$ cat src/rtl/core/tsac_pkg.sv
`default_nettype none
// ----------------------------------------------------------------------------
// tsac_pkg
// Types and constants for the touch sample averaging and calibration block.
// ----------------------------------------------------------------------------
package tsac_pkg;

  localparam int FRAME_W   = 16;
  localparam int READING_W = 12;
  localparam int SUM_W     = 16;
  localparam int COUNT_W   = 5;
  localparam int COEF_W    = 32;
  localparam int PROD_W    = COEF_W + READING_W + 1;
  localparam int NUM_W     = PROD_W + 1;
  localparam int QUOT_W    = NUM_W + 1;
  localparam int PIX_W     = 11;
  localparam int STATUS_W  = 2;
  localparam int ORIENT_W  = 2;
  localparam int CFG_IDX_W = 3;
  localparam int CNT_W     = 6;

  localparam logic [READING_W-1:0] READING_MAX = 12'd4095;
  localparam logic [CNT_W-1:0]     DIV_STEPS   = 6'd46;
  localparam logic [PIX_W-1:0]     PIX_NONE    = 11'h7FF;

  localparam logic [CFG_IDX_W-1:0] REG_ORIENTATION = 3'd0;
  localparam logic [CFG_IDX_W-1:0] REG_COEF_A      = 3'd1;
  localparam logic [CFG_IDX_W-1:0] REG_COEF_B      = 3'd2;
  localparam logic [CFG_IDX_W-1:0] REG_COEF_C      = 3'd3;
  localparam logic [CFG_IDX_W-1:0] REG_COEF_D      = 3'd4;
  localparam logic [CFG_IDX_W-1:0] REG_COEF_E      = 3'd5;
  localparam logic [CFG_IDX_W-1:0] REG_COEF_F      = 3'd6;
  localparam logic [CFG_IDX_W-1:0] REG_DIVISOR     = 3'd7;

  localparam logic [ORIENT_W-1:0] ORIENT_0   = 2'd0;
  localparam logic [ORIENT_W-1:0] ORIENT_90  = 2'd1;
  localparam logic [ORIENT_W-1:0] ORIENT_180 = 2'd2;
  localparam logic [ORIENT_W-1:0] ORIENT_270 = 2'd3;

  localparam logic [STATUS_W-1:0] STAT_PEN_UP = 2'd0;
  localparam logic [STATUS_W-1:0] STAT_VALID  = 2'd1;
  localparam logic [STATUS_W-1:0] STAT_RANGE  = 2'd2;

  localparam logic [COEF_W-1:0] RST_COEF_A  = 32'h000066F0;
  localparam logic [COEF_W-1:0] RST_COEF_B  = 32'h00041F40;
  localparam logic [COEF_W-1:0] RST_COEF_C  = 32'hBD1B79BC;
  localparam logic [COEF_W-1:0] RST_COEF_D  = 32'h0005ACC6;
  localparam logic [COEF_W-1:0] RST_COEF_E  = 32'h00001CCA;
  localparam logic [COEF_W-1:0] RST_COEF_F  = 32'hA7450C8A;
  localparam logic [COEF_W-1:0] RST_DIVISOR = 32'hFFBF9A56;

  typedef enum logic [3:0] {
    ST_IDLE = 4'b0001,
    ST_MUL  = 4'b0010,
    ST_DIV  = 4'b0100,
    ST_EMIT = 4'b1000
  } state_t;

  typedef struct packed {
    logic accept;
    logic mul_en;
    logic mul_term;
    logic acc_init;
    logic acc_add;
    logic axis;
    logic div_load;
    logic div_step;
    logic q_store;
    logic out_load;
    logic out_pen;
  } cmd_t;

  typedef struct packed {
    logic pen_up;
    logic final_pair;
  } status_t;

endpackage

`default_nettype wire

$ cat src/rtl/core/touch_sample_average_calibrate.sv
`default_nettype none
// Result path: a pen-up request goes from acceptance to the hand-off state
// and then to the output register; a final pair first runs the multiply-add
// steps and the one-bit-per-cycle divider for each axis, then the hand-off.
// Throughput: one request per cycle for reference and intermediate pairs;
// input stalls after a pen-up or a final pair until its result is handed off.
// Reset (rst, synchronous): configuration to defaults, collection empty.
// ----------------------------------------------------------------------------
// touch_sample_average_calibrate
// Touch sample averaging with three-point affine calibration and rotation.
// ----------------------------------------------------------------------------
module touch_sample_average_calibrate
  import tsac_pkg::*;
#(
  parameter int PANEL_WIDTH   = 240,
  parameter int PANEL_HEIGHT  = 320,
  parameter int AVERAGE_COUNT = 16,
  parameter int MAX_DEVIATION = 100
) (
  input  wire logic                 clk,
  input  wire logic                 rst,
  input  wire logic                 cfg_wen,
  input  wire logic [CFG_IDX_W-1:0] cfg_index,
  input  wire logic [COEF_W-1:0]    cfg_data,
  input  wire logic                 in_valid,
  output logic                      in_stall,
  input  wire logic                 pen_up,
  input  wire logic [FRAME_W-1:0]   first_frame,
  input  wire logic [FRAME_W-1:0]   second_frame,
  output logic                      out_valid,
  input  wire logic                 out_stall,
  output logic signed [PIX_W-1:0]   touch_x,
  output logic signed [PIX_W-1:0]   touch_y,
  output logic [STATUS_W-1:0]       status
);

  cmd_t    cmd;
  status_t sts;

  tsac_ctrl u_ctrl (
    .clk       (clk),
    .rst       (rst),
    .in_valid  (in_valid),
    .in_stall  (in_stall),
    .out_valid (out_valid),
    .out_stall (out_stall),
    .sts       (sts),
    .cmd       (cmd)
  );

  tsac_datapath #(
    .PANEL_WIDTH   (PANEL_WIDTH),
    .PANEL_HEIGHT  (PANEL_HEIGHT),
    .AVERAGE_COUNT (AVERAGE_COUNT),
    .MAX_DEVIATION (MAX_DEVIATION)
  ) u_datapath (
    .clk          (clk),
    .rst          (rst),
    .cfg_wen      (cfg_wen),
    .cfg_index    (cfg_index),
    .cfg_data     (cfg_data),
    .pen_up       (pen_up),
    .first_frame  (first_frame),
    .second_frame (second_frame),
    .cmd          (cmd),
    .sts          (sts),
    .touch_x      (touch_x),
    .touch_y      (touch_y),
    .status       (status)
  );

endmodule

`default_nettype wire

$ cat src/rtl/core/tsac_ctrl.sv
`default_nettype none
// ----------------------------------------------------------------------------
// tsac_ctrl
// Sequencer: request intake, multiply-accumulate steps, divider steps and
// result hand-off.
// ----------------------------------------------------------------------------
module tsac_ctrl
  import tsac_pkg::*;
(
  input  wire logic    clk,
  input  wire logic    rst,
  input  wire logic    in_valid,
  output logic         in_stall,
  output logic         out_valid,
  input  wire logic    out_stall,
  input  wire status_t sts,
  output cmd_t         cmd
);

  state_t           state, state_next;
  logic [CNT_W-1:0] cnt, cnt_next;
  logic             axis, axis_next;
  logic             pen_res, pen_res_next;

  always_comb begin
    cmd          = '0;
    state_next   = state;
    cnt_next     = cnt;
    axis_next    = axis;
    pen_res_next = pen_res;
    in_stall     = 1'b1;
    case (state)
      ST_IDLE: begin
        in_stall = 1'b0;
        if (in_valid) begin
          cmd.accept = 1'b1;
          if (sts.pen_up) begin
            pen_res_next = 1'b1;
            state_next   = ST_EMIT;
          end else if (sts.final_pair) begin
            pen_res_next = 1'b0;
            axis_next    = 1'b0;
            cnt_next     = '0;
            state_next   = ST_MUL;
          end
        end
      end
      ST_MUL: begin
        if (cnt == '0) begin
          cmd.mul_en   = 1'b1;
          cmd.acc_init = 1'b1;
          cnt_next     = cnt + 1'b1;
        end else if (cnt == CNT_W'(1)) begin
          cmd.mul_en   = 1'b1;
          cmd.mul_term = 1'b1;
          cmd.acc_add  = 1'b1;
          cnt_next     = cnt + 1'b1;
        end else begin
          cmd.acc_add = 1'b1;
          cnt_next    = '0;
          state_next  = ST_DIV;
        end
      end
      ST_DIV: begin
        if (cnt == '0) begin
          cmd.div_load = 1'b1;
          cnt_next     = cnt + 1'b1;
        end else if (cnt <= DIV_STEPS) begin
          cmd.div_step = 1'b1;
          cnt_next     = cnt + 1'b1;
        end else begin
          cmd.q_store = 1'b1;
          cnt_next    = '0;
          if (!axis) begin
            axis_next  = 1'b1;
            state_next = ST_MUL;
          end else begin
            state_next = ST_EMIT;
          end
        end
      end
      ST_EMIT: begin
        if (!out_valid || !out_stall) begin
          cmd.out_load = 1'b1;
          state_next   = ST_IDLE;
        end
      end
      default: begin
        state_next = ST_IDLE;
      end
    endcase
    cmd.axis    = axis;
    cmd.out_pen = pen_res;
  end

  always_ff @(posedge clk) begin
    if (rst) begin
      state     <= ST_IDLE;
      cnt       <= '0;
      axis      <= 1'b0;
      pen_res   <= 1'b0;
      out_valid <= 1'b0;
    end else begin
      state   <= state_next;
      cnt     <= cnt_next;
      axis    <= axis_next;
      pen_res <= pen_res_next;
      if (cmd.out_load) begin
        out_valid <= 1'b1;
      end else if (!out_stall) begin
        out_valid <= 1'b0;
      end
    end
  end

endmodule

`default_nettype wire

$ cat src/rtl/core/tsac_datapath.sv
`default_nettype none
// ----------------------------------------------------------------------------
// tsac_datapath
// Sample conditioning, averaging, calibration multiply-accumulate, shared
// restoring divider, range check, rotation and output registers.
// ----------------------------------------------------------------------------
module tsac_datapath
  import tsac_pkg::*;
#(
  parameter int PANEL_WIDTH   = 240,
  parameter int PANEL_HEIGHT  = 320,
  parameter int AVERAGE_COUNT = 16,
  parameter int MAX_DEVIATION = 100
) (
  input  wire logic                 clk,
  input  wire logic                 rst,
  input  wire logic                 cfg_wen,
  input  wire logic [CFG_IDX_W-1:0] cfg_index,
  input  wire logic [COEF_W-1:0]    cfg_data,
  input  wire logic                 pen_up,
  input  wire logic [FRAME_W-1:0]   first_frame,
  input  wire logic [FRAME_W-1:0]   second_frame,
  input  wire cmd_t                 cmd,
  output status_t                   sts,
  output logic signed [PIX_W-1:0]   touch_x,
  output logic signed [PIX_W-1:0]   touch_y,
  output logic [STATUS_W-1:0]       status
);

  logic [ORIENT_W-1:0] orientation;
  logic [COEF_W-1:0]   coef_a, coef_b, coef_c, coef_d, coef_e, coef_f, divisor;

  always_ff @(posedge clk) begin
    if (rst) begin
      orientation <= ORIENT_0;
      coef_a      <= RST_COEF_A;
      coef_b      <= RST_COEF_B;
      coef_c      <= RST_COEF_C;
      coef_d      <= RST_COEF_D;
      coef_e      <= RST_COEF_E;
      coef_f      <= RST_COEF_F;
      divisor     <= RST_DIVISOR;
    end else if (cfg_wen) begin
      case (cfg_index)
        REG_ORIENTATION: orientation <= cfg_data[ORIENT_W-1:0];
        REG_COEF_A:      coef_a      <= cfg_data;
        REG_COEF_B:      coef_b      <= cfg_data;
        REG_COEF_C:      coef_c      <= cfg_data;
        REG_COEF_D:      coef_d      <= cfg_data;
        REG_COEF_E:      coef_e      <= cfg_data;
        REG_COEF_F:      coef_f      <= cfg_data;
        REG_DIVISOR:     divisor     <= cfg_data;
        default: ;
      endcase
    end
  end

  // sample conditioning and collection
  // average by reciprocal multiply, exact for any 16-bit sum and count up to 16
  localparam int AVG_SHIFT  = 20;
  localparam int AVG_PROD_W = SUM_W + AVG_SHIFT;
  localparam logic [AVG_SHIFT-1:0] AVG_RECIP =
    AVG_SHIFT'((2 ** AVG_SHIFT + AVERAGE_COUNT - 1) / AVERAGE_COUNT);

  logic [READING_W-1:0] rf, rs, ref_first, ref_second, dev_first, dev_second;
  logic [READING_W:0]   shift_first, shift_second;
  logic [SUM_W-1:0]     sum_first, sum_second, sum_first_next, sum_second_next;
  logic [COUNT_W-1:0]   pair_count;
  logic [READING_W-1:0] avg_x, avg_y;
  logic [AVG_PROD_W-1:0] avg_prod_x, avg_prod_y;
  logic                 deviates, last_pair;

  assign shift_first  = first_frame[FRAME_W-1:3];
  assign shift_second = second_frame[FRAME_W-1:3];
  assign rf = shift_first[READING_W]  ? READING_MAX : shift_first[READING_W-1:0];
  assign rs = shift_second[READING_W] ? READING_MAX : shift_second[READING_W-1:0];

  assign dev_first  = (rf > ref_first)  ? rf - ref_first  : ref_first - rf;
  assign dev_second = (rs > ref_second) ? rs - ref_second : ref_second - rs;
  assign deviates   = (dev_first  > READING_W'(MAX_DEVIATION)) ||
                      (dev_second > READING_W'(MAX_DEVIATION));
  assign last_pair  = pair_count >= COUNT_W'(AVERAGE_COUNT);

  assign sum_first_next  = sum_first  + SUM_W'(rf);
  assign sum_second_next = sum_second + SUM_W'(rs);

  assign avg_prod_x = AVG_PROD_W'(sum_first_next)  * AVG_PROD_W'(AVG_RECIP);
  assign avg_prod_y = AVG_PROD_W'(sum_second_next) * AVG_PROD_W'(AVG_RECIP);

  assign sts.pen_up     = pen_up;
  assign sts.final_pair = (pair_count != '0) && !deviates && last_pair;

  always_ff @(posedge clk) begin
    if (rst) begin
      pair_count <= '0;
    end else if (cmd.accept) begin
      if (pen_up) begin
        pair_count <= '0;
      end else if (pair_count == '0) begin
        pair_count <= COUNT_W'(1);
      end else if (deviates || last_pair) begin
        pair_count <= '0;
      end else begin
        pair_count <= pair_count + 1'b1;
      end
    end
  end

  always_ff @(posedge clk) begin
    if (cmd.accept && !pen_up) begin
      if (pair_count == '0) begin
        ref_first  <= rf;
        ref_second <= rs;
        sum_first  <= '0;
        sum_second <= '0;
      end else begin
        sum_first  <= sum_first_next;
        sum_second <= sum_second_next;
        if (last_pair) begin
          avg_x <= avg_prod_x[AVG_SHIFT +: READING_W];
          avg_y <= avg_prod_y[AVG_SHIFT +: READING_W];
        end
      end
    end
  end

  // calibration multiply-accumulate
  logic signed [COEF_W-1:0]    mul_coef;
  logic signed [READING_W:0]   mul_op;
  logic signed [PROD_W-1:0]    prod;
  logic signed [NUM_W-1:0]     acc;
  logic [COEF_W-1:0]           offset;

  always_comb begin
    case ({cmd.axis, cmd.mul_term})
      2'b00:   mul_coef = $signed(coef_a);
      2'b01:   mul_coef = $signed(coef_b);
      2'b10:   mul_coef = $signed(coef_d);
      default: mul_coef = $signed(coef_e);
    endcase
    mul_op = $signed({1'b0, cmd.mul_term ? avg_y : avg_x});
    offset = cmd.axis ? coef_f : coef_c;
  end

  always_ff @(posedge clk) begin
    if (cmd.mul_en) begin
      prod <= mul_coef * mul_op;
    end
    if (cmd.acc_init) begin
      acc <= NUM_W'($signed(offset));
    end else if (cmd.acc_add) begin
      acc <= acc + NUM_W'(prod);
    end
  end

  // restoring divider on magnitudes
  logic [COEF_W-1:0]   dmag, rem;
  logic [NUM_W-1:0]    qn;
  logic [COEF_W:0]     trial;
  logic                q_neg, take;
  logic signed [QUOT_W-1:0] quot;
  logic                cx_ok, cy_ok;
  logic [PIX_W-1:0]    cx, cy;

  assign dmag  = divisor[COEF_W-1] ? (~divisor + 1'b1) : divisor;
  assign trial = {rem, qn[NUM_W-1]};
  assign take  = trial >= {1'b0, dmag};
  assign quot  = q_neg ? -$signed({1'b0, qn}) : $signed({1'b0, qn});

  always_ff @(posedge clk) begin
    if (cmd.div_load) begin
      rem   <= '0;
      qn    <= acc[NUM_W-1] ? NUM_W'(-acc) : NUM_W'(acc);
      q_neg <= acc[NUM_W-1] ^ divisor[COEF_W-1];
    end else if (cmd.div_step) begin
      rem <= take ? COEF_W'(trial - {1'b0, dmag}) : trial[COEF_W-1:0];
      qn  <= {qn[NUM_W-2:0], take};
    end
    if (cmd.q_store) begin
      if (!cmd.axis) begin
        cx    <= quot[PIX_W-1:0];
        cx_ok <= (quot > 0) && (quot < $signed(QUOT_W'(PANEL_WIDTH)));
      end else begin
        cy    <= quot[PIX_W-1:0];
        cy_ok <= (quot > 0) && (quot < $signed(QUOT_W'(PANEL_HEIGHT)));
      end
    end
  end

  // rotation and output register
  logic [PIX_W-1:0] rx, ry;

  always_comb begin
    case (orientation)
      ORIENT_90: begin
        rx = cx;
        ry = cy;
      end
      ORIENT_180: begin
        rx = cy;
        ry = PIX_W'(PANEL_HEIGHT) - cx;
      end
      ORIENT_270: begin
        rx = cx;
        ry = PIX_W'(PANEL_WIDTH) - cy;
      end
      default: begin
        rx = PIX_W'(PANEL_WIDTH) - cy;
        ry = cx;
      end
    endcase
  end

  always_ff @(posedge clk) begin
    if (cmd.out_load) begin
      if (cmd.out_pen) begin
        touch_x <= PIX_NONE;
        touch_y <= PIX_NONE;
        status  <= STAT_PEN_UP;
      end else if ((divisor == '0) || !cx_ok || !cy_ok) begin
        touch_x <= PIX_NONE;
        touch_y <= PIX_NONE;
        status  <= STAT_RANGE;
      end else begin
        touch_x <= rx;
        touch_y <= ry;
        status  <= STAT_VALID;
      end
    end
  end

endmodule

`default_nettype wire

$ cat config.mk
export PLATFORM = sky130hd
export DESIGN_NAME = touch_sample_average_calibrate
export DESIGN_NICKNAME = d
export VERILOG_FILES = /design/src/rtl/core/tsac_pkg.sv /design/src/rtl/core/touch_sample_average_calibrate.sv /design/src/rtl/core/tsac_ctrl.sv /design/src/rtl/core/tsac_datapath.sv
export SDC_FILE = /design/constraint.sdc
export NUM_CORES = 2
export LEC_CHECK = 0
export BUFFER_PORTS_ARGS = -buffer_cell sky130_fd_sc_hd__buf_2
export CORE_MARGIN = 3
export CORE_UTILIZATION = 50
export CTS_CLUSTER_SIZE = 25
export DETAILED_ROUTE_END_ITERATION = 12
export GPL_ROUTABILITY_DRIVEN = 0
export GPL_TIMING_DRIVEN = 0
export HOLD_SLACK_MARGIN = 0.1
export PLACE_DENSITY = 0.66
export SETUP_SLACK_MARGIN = 0.2
export SKIP_LAST_GASP = 1
export SYNTH_ARGS = -nofsm -noshare
export SYNTH_HDL_FRONTEND = slang
export SYNTH_SLANG_ARGS = --single-unit
$ cat constraint.sdc
create_clock -name clk -period 18.95 [get_ports clk]
set_input_delay 1.895 -clock clk [delete_from_list [all_inputs] [get_ports clk]]
set_output_delay 1.895 -clock clk [all_outputs]
set_load 0.005 [all_outputs]
# [Word-level counts from Yosys, hierarchy flattened]
# Index checks and enable logic that the tools add are counted.
[word_totals] input_bits=73 elab_cells=197 ff_bits=542
[classes] mul=1 eq_ne=27 reduce_logical=45 n_bitwise=4 n_addsub=15 magnitude_cmp=10 mux=63
[op_table] cell="2-to-1 mux 46 bit" count=5
[op_table] cell="2-to-1 mux 32 bit" count=3
[op_table] cell="case mux 32 bit (3 select lines)" count=1
[op_table] cell="2-to-1 mux 12 bit" count=5
[op_table] cell="subtractor 12 bit" count=4
[op_table] cell="> comparator 47 x 1 -> 1 bit (second input constant)" count=1
[op_table] cell="< comparator 47 x 10 -> 1 bit (second input constant)" count=1
[op_table] cell="< comparator 47 x 9 -> 1 bit (second input constant)" count=1
[op_table] cell="2-to-1 mux 47 bit" count=1
[op_table] cell="negator 46 -> 47 bit" count=1
[op_table] cell="adder 46 x 45 -> 46 bit" count=1
[op_table] cell="negator 46 bit" count=1
[op_table] cell="multiplier 32 x 13 -> 45 bit" count=1
[op_table] cell="2-to-1 mux 6 bit" count=7
[op_table] cell="2-to-1 mux 4 bit" count=10
[op_table] cell="greater-or-equal comparator 33 x 32 -> 1 bit" count=1
[op_table] cell="case mux 11 bit (3 select lines)" count=1
[op_table] cell="adder 16 x 12 -> 16 bit" count=2
[op_table] cell="adder 32 x 1 -> 32 bit (second input constant)" count=1
[op_table] cell="logical NOT 32 bit" count=1
[op_table] cell="NOT 32 bit" count=1
[op_table] cell="subtractor 32 bit" count=1
[op_table] cell="> comparator 12 bit" count=2
[op_table] cell="> comparator 12 x 7 -> 1 bit (second input constant)" count=2
[op_table] cell="45 further kinds" count=110

# [Logic depth before layout (Yosys ltp)]
[depth] ltp_word=12 ltp_mapped=33 mapped_depth_nobuf=30

# [Cells and area by module]
# Synthesis repeated with hierarchy kept, for this count alone.
[unflattened] cells_unflattened=5060 hier_area_um2=44890.6
[by_module_without_submodules] module="tsac_datapath" cells_per_inst=4950 seq_area_each_um2=13252.7 area_per_inst_um2=43990.9 instances=1
[by_module_without_submodules] module="tsac_ctrl" cells_per_inst=110 seq_area_each_um2=260.2 area_per_inst_um2=899.6 instances=1

# [Worst setup path before layout]
# Ideal clock, no wire load.
[synth_path] path_type="reg-to-reg" from="reg u_ctrl.state[1]" to="reg u_datapath.prod[32] (data pin)" path_stages_with_launch=32 t_required_ns=18.691 path_slack_ns=5.864 setup_ns=0.259 t_arrival_ns=12.827 path_cell_list="dfxtp_1 nor4b_1 nand4_1 a21o_1 buf_1 clkbuf_1 buf_1 nand2_1 nand2_1 o21ai_1 nor2_1 fa_1 inv_1 fa_1 inv_1 fa_1 inv_1 fa_1 fa_1 inv_1 ha_1 o21a_1 o31a_1 o31ai_1 a21oi_1 a41oi_1 o31ai_1 a31o_2 a21oi_1 o21bai_1 a21oi_1 xnor2_1"
[synth_between] elab_chain_cells=5
[synth_rtl] item="from (decl)" line_no="tsac_ctrl.sv:20" rtl="state_t state, state_next;"
[synth_rtl] item="from (signal assigned)" line_no="tsac_ctrl.sv:104" rtl="state <= state_next;"
[synth_rtl] item="== test 4 x 2 -> 1 bit (*)" line_no="tsac_ctrl.sv:32" rtl="case (state)"
[synth_rtl] item="2-to-1 mux 4 bit (*)" line_no="tsac_ctrl.sv:32"
[synth_rtl] item="== test 2 bit, or another cell as far along" line_no="tsac_datapath.sv:135" rtl="case ({cmd.axis, cmd.mul_term})"
[synth_rtl] item="case mux 32 bit (3 select lines)" line_no="tsac_datapath.sv:135"
[synth_rtl] item="multiplier 32 x 13 -> 45 bit (*)" line_no="tsac_datapath.sv:147" rtl="prod <= mul_coef * mul_op;"
[synth_rtl] item="to (signal assigned)" line_no="tsac_datapath.sv:147"
[synth_rtl] item="to (decl)" line_no="tsac_datapath.sv:130" rtl="logic signed [PROD_W-1:0] prod;"
# Every way passes the cells marked *; elsewhere a longest branch is shown, timed or not.
# A chain may end at the register's enable or synchronous reset.

# [Final worst setup path]
[layout_path] from="reg u_ctrl.state[0]" to="reg u_datapath.prod[42] (data pin)"
# Same word-level chain as after synthesis.

==> results.py <==
metrics = {
    "run_status": {
        "status": "finished clean",
    },
    "sta": {
        "fin_crit_sh": 0.5397,
        "finClkSkew_ns": 0.03141,
        "fmax_ghz": 0.09779,
        "rsz0062_at_grt": "false",
        "worst_slew_pin_slew_ns": 1.357,
        "period_needed_ns": 10.23,
        "relSlewSlack": 0.09537,
        "finalHoldViolations": 0,
        "setup_viol": 0,
        "slew_viol_final": 0,
        "fin_setup_tns_ns": 0,
    },
    "clock_tree": {
        "clockBufferDepth": 3,
        "cts_buffers": 60,
        "clk_pin_slew_ns": 0.07,
        "post_cts_buffers": 0,
        "postCtsHoldBufs": 0,
        "cts-root-buf": "clkbuf_16",
        "clkSinkCount": 542,
        "clk_latency_ns": 0.65,
        "cts_tree": "yes",
        "cts-htree-levels": 2,
        "cts_resized": 0,
    },
    "global_routing": {
        "grt_max_degree": 47,
        "gr-total-overflow": 0,
        "grt_pass1_vias": 35730,
        "grt.total_usage": 0.2732,
        "antenna_found_initial": 0,
        "grt_pass1_wl_um": 201600,
    },
    "drt": {
        "wl_per_cell_um": 19.65,
        "routed_wl_um": 127600,
        "via_per_inst": 5.627,
        "drt_iter0_markers": 2984,
        "drc": 0,
        "drtPass1Iterations": 6,
        "antenna_left": 0,
        "via_count": 36560,
    },
    "layout": {
        "area.growth.synth_to_final_pct": 9.131,
        "nFillCells": 8086,
        "multi_input_area_um2": 28050,
        "final_cell_mix": "940 x nand2_1, 563 x inv_1, 378 x a21oi_1, 346 x fa_1, 276 x dfxtp_1",
        "final_common_cell": "nand2_1",
        "diodes": 0,
        "ff_latch_area_um2": 13510,
        "layout.nets": 5970,
        "layout-drive-gt1-share": 0.05485,
    },
    "yosys": {
        "synthDistinctLibCells": 81,
        "seq_area_frac_synth": 0.3031,
        "syn_nets": 5812,
        "synth_top_area_cell": "edfxtp_1",
        "synthTopCellsByArea": "edfxtp_1 18%, fa_1 16%, dfxtp_1 12%",
        "ys_seq_elements": 542,
        "ys_async_sr_fraction": 0,
        "syn-instance-count": 5136,
        "synth-edff-count": 266,
        "yosysTopAreaCellShare": 0.1792,
        "synth_flop_cell": "dfxtp_1",
        "avgSynthCellArea_um2": 8.679,
        "ys_warn_count": 0,
        "syn-cell-area_um2": 44580,
    },
    "power": {
        "ir_drop_v": 0.00009020,
        "powerDensity_nw_per_um2": 76.41,
        "power_uw": 3717,
        "power_leakage_uw": 0.02090,
    },
    "worst_setup_path": {
        "critPathBufInv": 6,
        "path_class": "register to register",
        "cpPeakStageDelay_ns": 0.99,
        "arrival_ns": 10.61,
        "worst-path-max-fanout": 10,
        "critical_path.top_delay_family": "compound AO/OA/AOI/OAI gates",
        "required_ns": 19.34,
        "critPathLaunchType": "register",
        "crit_slowest_cell": "a21oi_1",
        "end_kind": "register",
    },
    "min_path": {
        "min_path_type": "register to register",
    },
    "flow_run": {
        "cap_violations": 0,
    },
    "die": {
        "rows": 108,
        "die_height_um": 304.6,
        "dieArea_um2": 92770,
        "dieWidth_um": 304.6,
        "top_level_ports": 99,
        "placeableCoreArea_um2": 87560,
        "start_util": 0.5091,
    },
    "placed_design": {
        "hpwl_um": 100100,
        "numPortBuffers": 87,
    },
}
==> cells by family after synthesis <==
kind of cell    after synthesis  share of synthesized area
fa+ha+maj                   603                     0.2275
flops                       542                     0.3031
simple gates               1835                     0.1875
compound gates              995                     0.1348
xor+xnor                    240                    0.04716
mux                         109                    0.03138
buf+inv                     812                    0.06843
==> through the flow <==
| stage | std cells | cell area, µm² | hold WS (ns) | worst slack (ns) | util |
|---|---|---|---|---|---|
| CTS | 6497 | 48650 | 0.4536 | 8.857 | 0.5555 |
| floorplan | 5136 | 44580 | 0.4320 | 5.864 | - |
| detailed placement | 6387 | 46600 | 0.4453 | 8.880 | 0.5322 |
| global route | 6497 | 48650 | 0.4696 | 8.322 | 0.5555 |
| global placement | 6378 | 46460 | 0.4383 | 0.7134 | 0.5305 |
| finish | 6497 | 48650 | 0.4521 | 8.724 | 0.5555 |
==> layer usage <==
layer | global-route usage | wire length (µm) | up-vias
met3 | 0.04222 | 9474 | 188
met5 | 0 | 0 | -
li1 | - | - | 17510
met2 | 0.4514 | 59220 | 1293
met1 | 0.3707 | 54960 | 17570
met4 | 0.08460 | 3995 | 0
==> cell usage after synthesis, drive strengths merged (12+ instances only) <==
cell / n
nor2: 251
clkbuf: 232
buf: 15
xor2: 121
o21ai: 258
and3: 16
mux4: 24
or4: 20
o22ai: 12
nand3: 163
xnor2: 119
a21oi: 380
or2: 45
nor2b: 139
a211oi: 29
fa: 346
nand4: 30
edfxtp: 266
a31oi: 19
ha: 257
inv: 564
nor3: 49
nand2b: 56
o41ai: 15
o31ai: 30
a21o: 76
o21a: 30
o211ai: 24
or3: 31
dfxtp: 276
o21bai: 31
mux2i: 79
nor4: 22
nand2: 941
and2: 36
==> path summary, 6_finish.rpt <==
check,startpoint,endpoint,slack [ns],cells after the start
hold / removal,u_datapath.coef_b[13]$_SDFFE_PP0P_,u_datapath.coef_b[13]$_SDFFE_PP0P_,0.45,2
setup / recovery,u_ctrl.state[0]$_SDFFE_PP1P_,u_datapath.prod[42]$_DFFE_PP_,8.72,29
setup reg to reg,u_ctrl.state[0]$_SDFFE_PP1P_,u_datapath.prod[42]$_DFFE_PP_,8.72,29
hold reg to reg,u_datapath.coef_b[13]$_SDFFE_PP0P_,u_datapath.coef_b[13]$_SDFFE_PP0P_,0.45,2
==> power by group <==
group | leakage (µW) | switching [µW] | total [µW] | internal, µW
clock | 0.00102 | 509 | 1220 | 708
sequential | 0.00464 | 47.2 | 1390 | 1340
combinational | 0.0152 | 671 | 1110 | 437
==> state kept, by name (all words and copies together) (netlist names), 16 cells and up <==
register	count
u_datapath.coef_c	32
u_datapath.acc	46
u_datapath.coef_e	32
u_datapath.prod	45
u_datapath.sum_first	16
u_datapath.sum_second	16
u_datapath.qn	46
u_datapath.coef_f	32
u_datapath.coef_b	32
u_datapath.rem	32
u_datapath.coef_d	32
u_datapath.divisor	32
u_datapath.coef_a	32
==> worst reg2reg max path: cells and delay by family (launching register included) <==
family	cells	cell delay (ns)
xor+xnor	1	0.09
buf+inv	6	2.06
compound gates	10	3.10
fa+ha+maj	6	2.89
simple gates	6	1.44
flops	1	0.37
==> area by class of cell <==
class	instances	share of cell area
multi-input cells	3782	0.5765
inverters	565	0.04360
well taps	1155	0.02971
clock buffers	92	0.03861
plain buffers	247	0.01911
repair buffers	96	0.01127
flip-flops and latches	542	0.2778
clock inverters	18	0.003395
Power figures use the tool's default switching activity.
